[config.mk]
export PLATFORM = sky130hd
export DESIGN_NAME = websocket_client_frame_deframer_flat
export DESIGN_NICKNAME = d
export VERILOG_FILES = /design/src/rtl/wsd_pkg.sv /design/src/rtl/wsd_ifs.sv /design/src/rtl/wsd_front.sv /design/src/rtl/wsd_fifo.sv /design/src/rtl/wsd_back.sv /design/src/rtl/websocket_client_frame_deframer.sv /design/src/flat_wrapper.sv
export SDC_FILE = /design/constraint.sdc
export NUM_CORES = 1
export LEC_CHECK = 0
export ABC_AREA = 1
export BUFFER_PORTS_ARGS = -buffer_cell sky130_fd_sc_hd__buf_2
export CORE_ASPECT_RATIO = 0.5
export CORE_UTILIZATION = 50
export CTS_BUF_LIST = sky130_fd_sc_hd__clkbuf_4
export CTS_CLUSTER_DIAMETER = 100
export DETAILED_ROUTE_END_ITERATION = 10
export GPL_TIMING_DRIVEN = 0
export HOLD_SLACK_MARGIN = 0.06
export PLACE_DENSITY_LB_ADDON = 0.25
export SLEW_MARGIN = 20
export SYNTH_ARGS = -nofsm -noshare
export SYNTH_HDL_FRONTEND = slang
export SYNTH_SLANG_ARGS = --single-unit
[constraint.sdc]
create_clock -name i_clk -period 3.81 [get_ports i_clk]
set_input_delay 0.762 -clock i_clk [delete_from_list [all_inputs] [get_ports i_clk]]
set_output_delay 0.762 -clock i_clk [all_outputs]
set_load 0.1 [all_outputs]
[src/rtl/wsd_pkg.sv]
// Shared types and constants of the WebSocket frame deframer.
package wsd_pkg;

    localparam logic [31:0] MAX_PAYLOAD_RST = 32'd1048576;

    localparam logic [3:0] OP_CONT  = 4'h0;
    localparam logic [3:0] OP_TEXT  = 4'h1;
    localparam logic [3:0] OP_CLOSE = 4'h8;
    localparam logic [3:0] OP_PING  = 4'h9;
    localparam logic [3:0] OP_PONG  = 4'hA;

    localparam logic [6:0] LEN_EXT16 = 7'd126;
    localparam logic [6:0] LEN_EXT64 = 7'd127;

    localparam logic [3:0] HDR_EXT16_BYTES = 4'd2;
    localparam logic [3:0] HDR_EXT64_BYTES = 4'd8;
    localparam logic [3:0] HDR_MASK_BYTES  = 4'd4;

    typedef enum logic [2:0] {
        PH_HDR0   = 3'd0,
        PH_HDR1   = 3'd1,
        PH_EXTLEN = 3'd2,
        PH_MASK   = 3'd3,
        PH_DATA   = 3'd4
    } t_phase;

    typedef enum logic [2:0] {
        ERR_NONE         = 3'd0,
        ERR_UNMASKED     = 3'd1,
        ERR_TOO_LONG     = 3'd2,
        ERR_BAD_OPCODE   = 3'd3,
        ERR_TEXT_IN_CONT = 3'd4,
        ERR_ORPHAN_CONT  = 3'd5
    } t_err;

    typedef struct packed {
        logic       is_data;
        logic [7:0] raw_byte;
        logic [7:0] key_byte;
        logic [3:0] opcode;
        logic       fin;
        logic       frame_end;
        logic       message_end;
        t_err       err;
    } t_cmd;

    typedef struct packed {
        logic       payload_valid;
        logic [7:0] payload_byte;
        logic [3:0] frame_opcode;
        logic       frame_fin;
        logic       frame_end;
        logic       message_end;
        t_err       error_code;
    } t_result;

endpackage

[src/rtl/wsd_ifs.sv]
// Stream channel interfaces: raw client bytes in, deframed results out.
interface wsd_in_if;
    logic       valid;
    logic       ready;
    logic [7:0] stream_byte;

    modport source (output valid, output stream_byte, input ready);
    modport sink (input valid, input stream_byte, output ready);
endinterface

interface wsd_out_if;
    logic       valid;
    logic       ready;
    logic       payload_valid;
    logic [7:0] payload_byte;
    logic [3:0] frame_opcode;
    logic       frame_fin;
    logic       frame_end;
    logic       message_end;
    logic [2:0] error_code;

    modport source (
        output valid, output payload_valid, output payload_byte, output frame_opcode,
        output frame_fin, output frame_end, output message_end, output error_code,
        input ready
    );
    modport sink (
        input valid, input payload_valid, input payload_byte, input frame_opcode,
        input frame_fin, input frame_end, input message_end, input error_code,
        output ready
    );
endinterface

[src/rtl/wsd_front.sv]
// Header parser: accepts stream bytes, tracks frame state, queues one command per byte.
module wsd_front (
    input  logic                 i_clk,
    input  logic                 i_rst_n,
    input  logic                 i_cfg_we,
    input  logic [31:0]          i_cfg_wdata,
    wsd_in_if.sink               i_in,
    input  logic                 i_full,
    output logic                 o_push,
    output wsd_pkg::t_cmd        o_cmd
);
    import wsd_pkg::*;

    t_phase      r_phase, n_phase;
    t_err        r_err, n_err;
    logic [3:0]  r_cnt, n_cnt;
    logic [3:0]  r_op, n_op;
    logic        r_fin, n_fin;
    logic [63:0] r_rem, n_rem;
    logic [31:0] r_key, n_key;
    logic [1:0]  r_midx, n_midx;
    logic        r_cont, n_cont;
    logic [31:0] r_max_payload;

    logic        accept;
    logic        do_len;
    logic        fend;
    logic [63:0] len_new;
    logic [31:0] key_sh;

    assign i_in.ready = !i_full;
    assign accept     = i_in.valid && !i_full;
    assign key_sh     = r_key >> {~r_midx, 3'b000};

    always_comb begin
        n_phase = r_phase;
        n_err   = r_err;
        n_cnt   = r_cnt;
        n_op    = r_op;
        n_fin   = r_fin;
        n_rem   = r_rem;
        n_key   = r_key;
        n_midx  = r_midx;
        n_cont  = r_cont;
        do_len  = 1'b0;
        fend    = 1'b0;
        len_new = r_rem;
        o_cmd.is_data = 1'b0;
        if (accept && r_err == ERR_NONE) begin
            case (r_phase)
                PH_HDR0: begin
                    n_fin   = i_in.stream_byte[7];
                    n_op    = i_in.stream_byte[3:0];
                    n_phase = PH_HDR1;
                end
                PH_HDR1: begin
                    if (!i_in.stream_byte[7]) begin
                        n_err = ERR_UNMASKED;
                    end else if (i_in.stream_byte[6:0] == LEN_EXT16) begin
                        n_rem   = '0;
                        n_cnt   = HDR_EXT16_BYTES;
                        n_phase = PH_EXTLEN;
                    end else if (i_in.stream_byte[6:0] == LEN_EXT64) begin
                        n_rem   = '0;
                        n_cnt   = HDR_EXT64_BYTES;
                        n_phase = PH_EXTLEN;
                    end else begin
                        len_new = {57'd0, i_in.stream_byte[6:0]};
                        n_rem   = len_new;
                        do_len  = 1'b1;
                    end
                end
                PH_EXTLEN: begin
                    len_new = {r_rem[55:0], i_in.stream_byte};
                    n_rem   = len_new;
                    n_cnt   = r_cnt - 4'd1;
                    do_len  = (r_cnt == 4'd1);
                end
                PH_MASK: begin
                    n_key = {r_key[23:0], i_in.stream_byte};
                    n_cnt = r_cnt - 4'd1;
                    if (r_cnt == 4'd1) begin
                        n_midx = '0;
                        if (r_rem == 64'd0) begin
                            fend    = 1'b1;
                            n_phase = PH_HDR0;
                        end else begin
                            n_phase = PH_DATA;
                        end
                    end
                end
                PH_DATA: begin
                    o_cmd.is_data = 1'b1;
                    n_midx = r_midx + 2'd1;
                    n_rem  = r_rem - 64'd1;
                    if (r_rem == 64'd1) begin
                        fend    = 1'b1;
                        n_phase = PH_HDR0;
                    end
                end
                default: begin
                    n_phase = PH_HDR0;
                end
            endcase
            if (do_len) begin
                if (len_new[63:32] != 32'd0 || len_new[31:0] > r_max_payload) begin
                    n_err = ERR_TOO_LONG;
                end else if (r_op == OP_TEXT && r_cont) begin
                    n_err = ERR_TEXT_IN_CONT;
                end else if (r_op == OP_CONT && !r_cont) begin
                    n_err = ERR_ORPHAN_CONT;
                end else if (r_op != OP_TEXT && r_op != OP_CONT && r_op != OP_CLOSE
                             && r_op != OP_PING && r_op != OP_PONG) begin
                    n_err = ERR_BAD_OPCODE;
                end else begin
                    if (r_op == OP_TEXT && !r_fin) begin
                        n_cont = 1'b1;
                    end
                    if (r_op == OP_CONT && r_fin) begin
                        n_cont = 1'b0;
                    end
                    n_phase = PH_MASK;
                    n_cnt   = HDR_MASK_BYTES;
                end
            end
        end
        o_push            = accept;
        o_cmd.raw_byte    = i_in.stream_byte;
        o_cmd.key_byte    = key_sh[7:0];
        o_cmd.opcode      = n_op;
        o_cmd.fin         = n_fin;
        o_cmd.frame_end   = fend;
        o_cmd.message_end = fend && n_fin && (n_op == OP_CONT || n_op == OP_TEXT);
        o_cmd.err         = n_err;
    end

    always_ff @(posedge i_clk) begin
        if (!i_rst_n) begin
            r_phase       <= PH_HDR0;
            r_err         <= ERR_NONE;
            r_cnt         <= '0;
            r_op          <= '0;
            r_fin         <= 1'b0;
            r_rem         <= '0;
            r_key         <= '0;
            r_midx        <= '0;
            r_cont        <= 1'b0;
            r_max_payload <= MAX_PAYLOAD_RST;
        end else begin
            r_phase <= n_phase;
            r_err   <= n_err;
            r_cnt   <= n_cnt;
            r_op    <= n_op;
            r_fin   <= n_fin;
            r_rem   <= n_rem;
            r_key   <= n_key;
            r_midx  <= n_midx;
            r_cont  <= n_cont;
            if (i_cfg_we) begin
                r_max_payload <= i_cfg_wdata;
            end
        end
    end

    a_err_sticky: assert property (@(posedge i_clk) disable iff (!i_rst_n)
        (r_err != ERR_NONE) |=> (r_err == $past(r_err)))
        else $error("sticky error changed");

    a_data_has_len: assert property (@(posedge i_clk) disable iff (!i_rst_n)
        (r_phase == PH_DATA) |-> (r_rem != 64'd0))
        else $error("payload phase with zero remaining length");

endmodule

[src/rtl/wsd_fifo.sv]
// Short command queue between the header parser and the output stage.
module wsd_fifo #(
    parameter int DEPTH = 2
) (
    input  logic          i_clk,
    input  logic          i_rst_n,
    input  logic          i_push,
    input  wsd_pkg::t_cmd i_cmd,
    input  logic          i_pop,
    output wsd_pkg::t_cmd o_cmd,
    output logic          o_empty,
    output logic          o_full
);
    import wsd_pkg::*;

    localparam int PW = (DEPTH > 1) ? $clog2(DEPTH) : 1;
    localparam int CW = $clog2(DEPTH + 1);

    t_cmd          r_mem [DEPTH];
    logic [PW-1:0] r_wr, r_rd;
    logic [CW-1:0] r_count;
    logic          do_push, do_pop;

    assign o_empty = (r_count == '0);
    assign o_full  = (r_count == CW'(DEPTH));
    assign do_push = i_push && !o_full;
    assign do_pop  = i_pop && !o_empty;
    assign o_cmd   = r_mem[r_rd];

    always_ff @(posedge i_clk) begin
        if (do_push) begin
            r_mem[r_wr] <= i_cmd;
        end
    end

    always_ff @(posedge i_clk) begin
        if (!i_rst_n) begin
            r_wr    <= '0;
            r_rd    <= '0;
            r_count <= '0;
        end else begin
            if (do_push) begin
                r_wr <= (r_wr == PW'(DEPTH - 1)) ? '0 : r_wr + PW'(1);
            end
            if (do_pop) begin
                r_rd <= (r_rd == PW'(DEPTH - 1)) ? '0 : r_rd + PW'(1);
            end
            case ({do_push, do_pop})
                2'b10:   r_count <= r_count + CW'(1);
                2'b01:   r_count <= r_count - CW'(1);
                default: r_count <= r_count;
            endcase
        end
    end

    a_no_overflow: assert property (@(posedge i_clk) disable iff (!i_rst_n)
        o_full |-> !i_push)
        else $error("push into full queue");

endmodule

[src/rtl/wsd_back.sv]
// Output stage: unmask payload bytes and hold the result until transferred.
module wsd_back (
    input  logic          i_clk,
    input  logic          i_rst_n,
    input  wsd_pkg::t_cmd i_cmd,
    input  logic          i_empty,
    output logic          o_pop,
    wsd_out_if.source     o_out
);
    import wsd_pkg::*;

    logic    r_valid;
    t_result r_res, n_res;

    assign o_pop = (!r_valid || o_out.ready) && !i_empty;

    always_comb begin
        n_res.payload_valid = i_cmd.is_data;
        n_res.payload_byte  = i_cmd.is_data ? (i_cmd.raw_byte ^ i_cmd.key_byte) : 8'd0;
        n_res.frame_opcode  = i_cmd.opcode;
        n_res.frame_fin     = i_cmd.fin;
        n_res.frame_end     = i_cmd.frame_end;
        n_res.message_end   = i_cmd.message_end;
        n_res.error_code    = i_cmd.err;
    end

    always_ff @(posedge i_clk) begin
        if (!i_rst_n) begin
            r_valid <= 1'b0;
        end else if (o_pop) begin
            r_valid <= 1'b1;
        end else if (o_out.ready) begin
            r_valid <= 1'b0;
        end
    end

    always_ff @(posedge i_clk) begin
        if (o_pop) begin
            r_res <= n_res;
        end
    end

    assign o_out.valid         = r_valid;
    assign o_out.payload_valid = r_res.payload_valid;
    assign o_out.payload_byte  = r_res.payload_byte;
    assign o_out.frame_opcode  = r_res.frame_opcode;
    assign o_out.frame_fin     = r_res.frame_fin;
    assign o_out.frame_end     = r_res.frame_end;
    assign o_out.message_end   = r_res.message_end;
    assign o_out.error_code    = r_res.error_code;

    a_data_no_err: assert property (@(posedge i_clk) disable iff (!i_rst_n)
        (r_valid && r_res.payload_valid) |-> (r_res.error_code == ERR_NONE))
        else $error("payload byte reported with an error");

endmodule

[src/rtl/websocket_client_frame_deframer.sv]
// WebSocket client frame deframer top level. Takes one client byte per cycle and
// returns exactly one result per byte: header bytes give a result with payload_valid
// low, payload bytes come out unmasked, and the frame's last byte (or the last mask
// key byte of an empty frame) carries frame_end and, for a finished text message,
// message_end. A byte is taken each cycle while the command queue has room, so the
// sustained rate is one byte per cycle while the output is ready; each result passes
// through the command queue and then the output register. Errors stick until reset.
// The user must write max_payload via i_cfg_we/i_cfg_wdata while idle (unchecked).
module websocket_client_frame_deframer #(
    parameter int QUEUE_DEPTH = 2
) (
    input  logic        i_clk,
    input  logic        i_rst_n,
    input  logic        i_cfg_we,
    input  logic [31:0] i_cfg_wdata,
    wsd_in_if.sink      i_in,
    wsd_out_if.source   o_out
);
    import wsd_pkg::*;

    t_cmd push_cmd, head_cmd;
    logic push, pop, empty, full;

    wsd_front u_front (
        .i_clk       (i_clk),
        .i_rst_n     (i_rst_n),
        .i_cfg_we    (i_cfg_we),
        .i_cfg_wdata (i_cfg_wdata),
        .i_in        (i_in),
        .i_full      (full),
        .o_push      (push),
        .o_cmd       (push_cmd)
    );

    wsd_fifo #(
        .DEPTH (QUEUE_DEPTH)
    ) u_fifo (
        .i_clk   (i_clk),
        .i_rst_n (i_rst_n),
        .i_push  (push),
        .i_cmd   (push_cmd),
        .i_pop   (pop),
        .o_cmd   (head_cmd),
        .o_empty (empty),
        .o_full  (full)
    );

    wsd_back u_back (
        .i_clk   (i_clk),
        .i_rst_n (i_rst_n),
        .i_cmd   (head_cmd),
        .i_empty (empty),
        .o_pop   (pop),
        .o_out   (o_out)
    );

endmodule

[src/flat_wrapper.sv]
// flat-port wrapper written by rule: the top's interface ports become plain ports
module websocket_client_frame_deframer_flat import wsd_pkg::*;
#(
    parameter int QUEUE_DEPTH = 2
)
  (i_clk, i_rst_n, i_cfg_we, i_cfg_wdata, i_in_valid, i_in_stream_byte, i_in_ready, o_out_valid, o_out_payload_valid, o_out_payload_byte, o_out_frame_opcode, o_out_frame_fin, o_out_frame_end, o_out_message_end, o_out_error_code, o_out_ready);
  wsd_in_if i_in_i ();
  wsd_out_if o_out_i ();
  input  logic i_clk;
  input  logic i_rst_n;
  input  logic i_cfg_we;
  input  logic [31:0] i_cfg_wdata;
  input wire logic [$bits(i_in_i.valid)-1:0] i_in_valid;
  input wire logic [$bits(i_in_i.stream_byte)-1:0] i_in_stream_byte;
  output wire logic [$bits(i_in_i.ready)-1:0] i_in_ready;
  output wire logic [$bits(o_out_i.valid)-1:0] o_out_valid;
  output wire logic [$bits(o_out_i.payload_valid)-1:0] o_out_payload_valid;
  output wire logic [$bits(o_out_i.payload_byte)-1:0] o_out_payload_byte;
  output wire logic [$bits(o_out_i.frame_opcode)-1:0] o_out_frame_opcode;
  output wire logic [$bits(o_out_i.frame_fin)-1:0] o_out_frame_fin;
  output wire logic [$bits(o_out_i.frame_end)-1:0] o_out_frame_end;
  output wire logic [$bits(o_out_i.message_end)-1:0] o_out_message_end;
  output wire logic [$bits(o_out_i.error_code)-1:0] o_out_error_code;
  input wire logic [$bits(o_out_i.ready)-1:0] o_out_ready;
  assign i_in_i.valid = i_in_valid;
  assign i_in_i.stream_byte = i_in_stream_byte;
  assign i_in_ready = i_in_i.ready;
  assign o_out_valid = o_out_i.valid;
  assign o_out_payload_valid = o_out_i.payload_valid;
  assign o_out_payload_byte = o_out_i.payload_byte;
  assign o_out_frame_opcode = o_out_i.frame_opcode;
  assign o_out_frame_fin = o_out_i.frame_fin;
  assign o_out_frame_end = o_out_i.frame_end;
  assign o_out_message_end = o_out_i.message_end;
  assign o_out_error_code = o_out_i.error_code;
  assign o_out_i.ready = o_out_ready;
  websocket_client_frame_deframer #(.QUEUE_DEPTH(QUEUE_DEPTH)) u_core (.i_clk(i_clk), .i_rst_n(i_rst_n), .i_cfg_we(i_cfg_we), .i_cfg_wdata(i_cfg_wdata), .i_in(i_in_i), .o_out(o_out_i));
endmodule
Word-level counts from Yosys, hierarchy flattened
Memories as Yosys holds them, arrays and structs flattened. A register that Yosys moved wholly into a read port is not among the register bits. Index checks and enable logic that the tools add are counted.

Output and inout bits: 21. Memories kept: 1. Register bits: 170. RAM bits: 54. Input port bits: 45.

Add/sub/neg operators: 7. Shift operators: 1. Equality and inequality tests: 19. Magnitude comparators: 1. Reductions and logical operators: 41. Bitwise logic cells: 6. Multiplexer cells: 67.

Memory list: u_core.u_fifo.r_mem (depth 2, bits a word 27, rd ports 1, clocked after Yosys merged registers in 1, wr ports 1, line wsd_fifo.sv:19) `t_cmd r_mem [DEPTH];`.

Operators by type and width (count): two-way mux 64 bit (5); one-hot mux 64 bit (3 select lines) (1); one-hot mux 64 bit (2 select lines) (1); equality test 64 x 1 -> 1 bit, second input constant (1); logical NOT 64 bit (1); subtractor 64 x 1 -> 64 bit, second input constant (1); two-way mux 3 bit (19); two-way mux 4 bit (10); > comparator 32 bit (1); nonzero test 32 bit (1); >> shifter 32 x 5 -> 8 bit (1); two-way mux 1 bit (22); logical AND 1 bit (15); one-hot mux 3 bit (5 select lines) (1); equality test 7 bit, second input constant (2); two-way mux 7 bit (2); equality test 4 x 1 -> 1 bit, second input constant (3); inequality test 4 bit, second input constant (3); logical NOT 4 bit (2); one-hot mux 2 bit (2 select lines) (2); one-hot mux 4 bit (2 select lines) (1); nonzero test 2 bit (4); XOR 8 bit (1); AND reduction 7 bit (1); 24 further kinds (41).

Logic depth before layout (Yosys ltp)
Depth in word-level cells: 11. Mapped depth: 26. Mapped depth without buffers: 26.

Cells and area by module
Synthesis repeated with hierarchy kept, for this count alone.

Cell total of the unflattened synthesis: 1692. Area, all modules: 12724.7 um2.

By module, submodules not included: wsd_front (instances 1, area an instance 9658.0 um2, cells each 1510); wsd_fifo (instances 1, area an instance 2301.0 um2, cells each 124); wsd_back (instances 1, area an instance 765.7 um2, cells each 58).

Worst setup path before layout
No wires, ideal clock.

Path kind: input -> register. Start: in i_in_stream_byte[5]. End: mem u_core.u_fifo.r_mem[0][1] (netlist bit) (data pin). Setup time: 267 ps. Data arrival time: 2809 ps. Cell stages on the path: 19. Path buffers: 1. Slack: 734 ps. Cells stage by stage: inv_1 nor3_1 nand3_1 nand3_1 nand2_1 clkbuf_1 o21ai_0 ha_1 a21o_1 nor2_1 nand2_1 nand2_1 nand2_1 nand2_1 nand2_1 nand2_1 nand2_1 o21ai_0 nand2_1.

RTL lines: start, declared (line flat_wrapper.sv:14) `input wire logic [$bits(i_in_i.stream_byte)-1:0] i_in_stream_byte;`; end, declared (line wsd_fifo.sv:19).

==> results.toml <==
[detailed_routing]
drt_iter0_drc = 1223
dr.pass1.iters = 5
viasPerCell = 5.53
drc = 0
routedWlPerCell_um = 16.1
finalWirelength_um = 33900
ant_nets = 0
vias = 11656

[setup_path]
critPathMaxStageDelay_ns = 0.47
rr_startpoint = "u_core.u_front.r_phase[2]"
worst_path_max_delay_cell = "dfxtp_1"
reg2reg_depth = 17
cp_max_fo = 10
path_cells = "inv_1, nand3_1, inv_1, nand3_2, nand2_2, clkbuf_2, o21ai_0, ha_1, a21oi_1, o21a_1, nand2_1, a21oi_1, nand2_1, nand2_1, nand2_1, o21ai_1, nand2_1"
crit_path_end = "u_core.u_fifo.r_mem[1][1]"
startpoint = "u_core.u_front.r_phase[2]"
crit_family = "simple AND/OR/NAND/NOR gates"
crit_type = "reg -> reg"
path_depth = 17
setup.worst_path.end_class = "flop"
cp_num_buf_inv = 3
r2r_slack_ns = 0.21
crit_arrival_ns = 4.03
worstPathRequired_ns = 4.24
cp_common_cell = "nand2_1"
start_kind = "flop"
worstReg2RegEnd = "u_core.u_fifo.r_mem[1][1]"

[sta]
rsz0062_at_grt = "false"
setup_viol = 0
fmax_mhz = 277
post-route-period-util = 0.946
setup_ws_ns = 0.206
skew_ns = 0.0551
hold_viol_final = 0
final_max_slew_viol_count = 0
slew_headroom = 0.496
period_minus_slack_ns = 3.60
worst_pin_slew_ns = 0.756

[place]
hpwlAfterDp_um = 24600
dpl_worst_slack_ns = -0.637
post-place-cells = 2011
port_buffers = 65
place_congestion = 0.950
place_area_mm2 = 0.0129

[power_and_ir_drop]
power.total_w = 0.0121
peakVddDrop_mv = 0.323
power_density_mw_per_mm2 = 892
p_leak_nw = 6.00

[die]
die_area_mm2 = 0.0248
std_cell_rows = 39
die_h_um = 112
core_mm2 = 0.0233
ios = 66
die_w_um = 222
start_util = 0.519

[yosys]
synthMuxAreaShare = 0
seq_area_frac_synth = 0.433
synth-xor-area-share = 0.0138
synth_top_area_frac = 0.252
post-synth-top-count-cell = "nand2_1"
yosysTopAreaCell = "dfxtp_1"
synth-seq-cells = 225
ys.flop_type = "dfxtp_1"
synth_cells = 1636
syn_area_mm2 = 0.0121
synth_enable_flop_cells = 73
synthTopCellsByCount = "nand2_1 (252), nor2_1 (223), o21ai_0 (200)"
yosysUniqueCellTypes = 46
synth-simple-area-share = 0.234
ys_warn_count = 0
synthTopCellsByArea = "dfxtp_1 (25%), edfxtp_1 (18%), o21ai_0 (8.3%)"
synth-compound-area-share = 0.202
synthArstFlopShare = 0
synth_fa_ha_area_frac = 0.0383
syn-mean-instance-area_um2 = 7.39
syn_nets = 1718
synth_top_family_by_area = "simple AND/OR/NAND/NOR gates"

[job]
cap_violations = 0

[cts]
tritoncts = "done"
ctsHoldBuffers = 0
postCtsSetupBuffers = 0
cts_sinks = 225
cts_buffers = 53
clkLatencyLatePin_ns = 0.72
cts_root_buf = "clkbuf_4"
clk_pin_slew_ns = 0.08
htreeDepth = 2
cts_buffer_depth = 3

[finish]
regArea_mm2 = 0.00524
final_nets = 1841
final_area_mm2 = 0.0136
area_growth_syn_to_layout_pct = 12.1
multi_input_area_mm2 = 0.00592
fillCellCount = 2245
drive_gt1_frac = 0.122
stdcell_count = 2107
utilization = 0.582

[global_route]
first_global_vias = 10610
grt_pass1_wl_um = 54700
grt_max_degree = 28
grt-ovfl-total = 0
grt_antenna_before_repair = 2
grt_use_total = 0.274

[min_path]
hold_class = "in -> reg"

[run_status]
status = "complete, no violations"
## power breakdown
part | total (W) | switching, W | internal (W)
sequential | 0.00361 | 0.000480 | 0.00313
combinational | 0.00652 | 0.00474 | 0.00179
clock | 0.00196 | 0.00102 | 0.000936
total | 0.0121 | 0.00624 | 0.00585
## layer usage
| metal | GRT usage | vias to the layer above | share of wire |
|---|---|---|---|
| met2 | 0.402 | 514 | 0.40 |
| li1 | - | 5830 | - |
| met1 | 0.400 | 5257 | 0.47 |
| met3 | 0.0660 | 55 | 0.10 |
| met4 | 0.0759 | 0 | 0.019 |
| met5 | 0 | - | 0 |
## registers in the layout, indices dropped and copies added, names as in the netlist, 2 cells and up, named ones only
register                          count
u_core.u_back.o_out.error_code        3
u_core.u_back.o_out.frame_opcode      4
u_core.u_back.o_out.payload_byte      8
u_core.u_fifo.r_count                 2
u_core.u_fifo.r_mem                  54
u_core.u_front.r_cnt                  4
u_core.u_front.r_err                  3
u_core.u_front.r_key                 32
u_core.u_front.r_max_payload         32
u_core.u_front.r_midx                 2
u_core.u_front.r_op                   4
u_core.u_front.r_phase                3
u_core.u_front.r_rem                 64
## worst min-delay path, stage by stage
cell	delay, ns
buf_2	0.08
nor2_1	0.04
nor2_1	0.08
## through the flow
step	TNS, ns	hold slack [ns]
final	0	0.309
after global routing	0	0.278
after CTS	0	0.277
after detailed placement	-7.77	0.448
after global placement	-7.81	0.442
after floorplan	0	0.426
## cells by family after synthesis
logic type	count (synthesis)
AOI/OAI and AO/OA	458
buffers and inverters	247
DFF	225
xor gates and xnor gates	19
and+or+nand+nor	650
adders and majority gates	37
## how the worst min path moves through the flow
stage                        start                              end  slack (ns)  cells after the start
6_report            i_cfg_wdata[0]  u_core.u_front.r_max_payload[0]        0.31                      3
3_3_place_gp    u_core.u_fifo.r_rd               u_core.u_fifo.r_rd        0.44                      1
5_1_grt        i_in_stream_byte[7]       u_core.u_fifo.r_mem[1][25]        0.28                      1
4_1_cts             i_cfg_wdata[0]  u_core.u_front.r_max_payload[0]        0.28                      3
3_5_place_dp    u_core.u_fifo.r_rd                             flop        0.45                      1
2_1_floorplan   u_core.u_fifo.r_rd                             flop        0.43                      1
## layout by cell type, fill, tap and decap left out, types with 8 or more instances in the layout
cell type,netlist,routed
nand2_1,252,251
nor2_1,223,220
o21ai_0,200,198
a21oi_1,170,170
inv_1,167,167
dfxtp_1,152,152
nand3_1,88,87
buf_2,15,81
clkbuf_4,0,77
edfxtp_1,73,73
clkbuf_1,50,44
ha_1,37,37
a31oi_1,30,30
nor3_1,25,25
o21ai_1,15,17
clkinv_1,4,14
nand4_1,12,12
o22ai_1,11,11
xnor2_1,10,10
nor2_2,8,9
xor2_1,9,9
nand3b_1,8,8
or2_2,8,8
## timing repair
item / 4_1_cts / 5_1_grt
gates resized for setup: 1 / 15
gates cloned: 0 / 0
setup endpoints to repair: 2 / 16
pin swaps: 0 / 0
## final cells by class
class,count,area share
Antenna cell,1,0.000185
Inverter,177,0.0490
Sequential cell,225,0.386
Tap cell,307,0.0283
Multi-Input combinational cell,1164,0.437
Clock buffer,77,0.0427
Timing Repair Buffer,68,0.0283
Buffer,70,0.0222
Clock inverter,18,0.00619
Note: power is estimated with default switching activity, not from simulation.
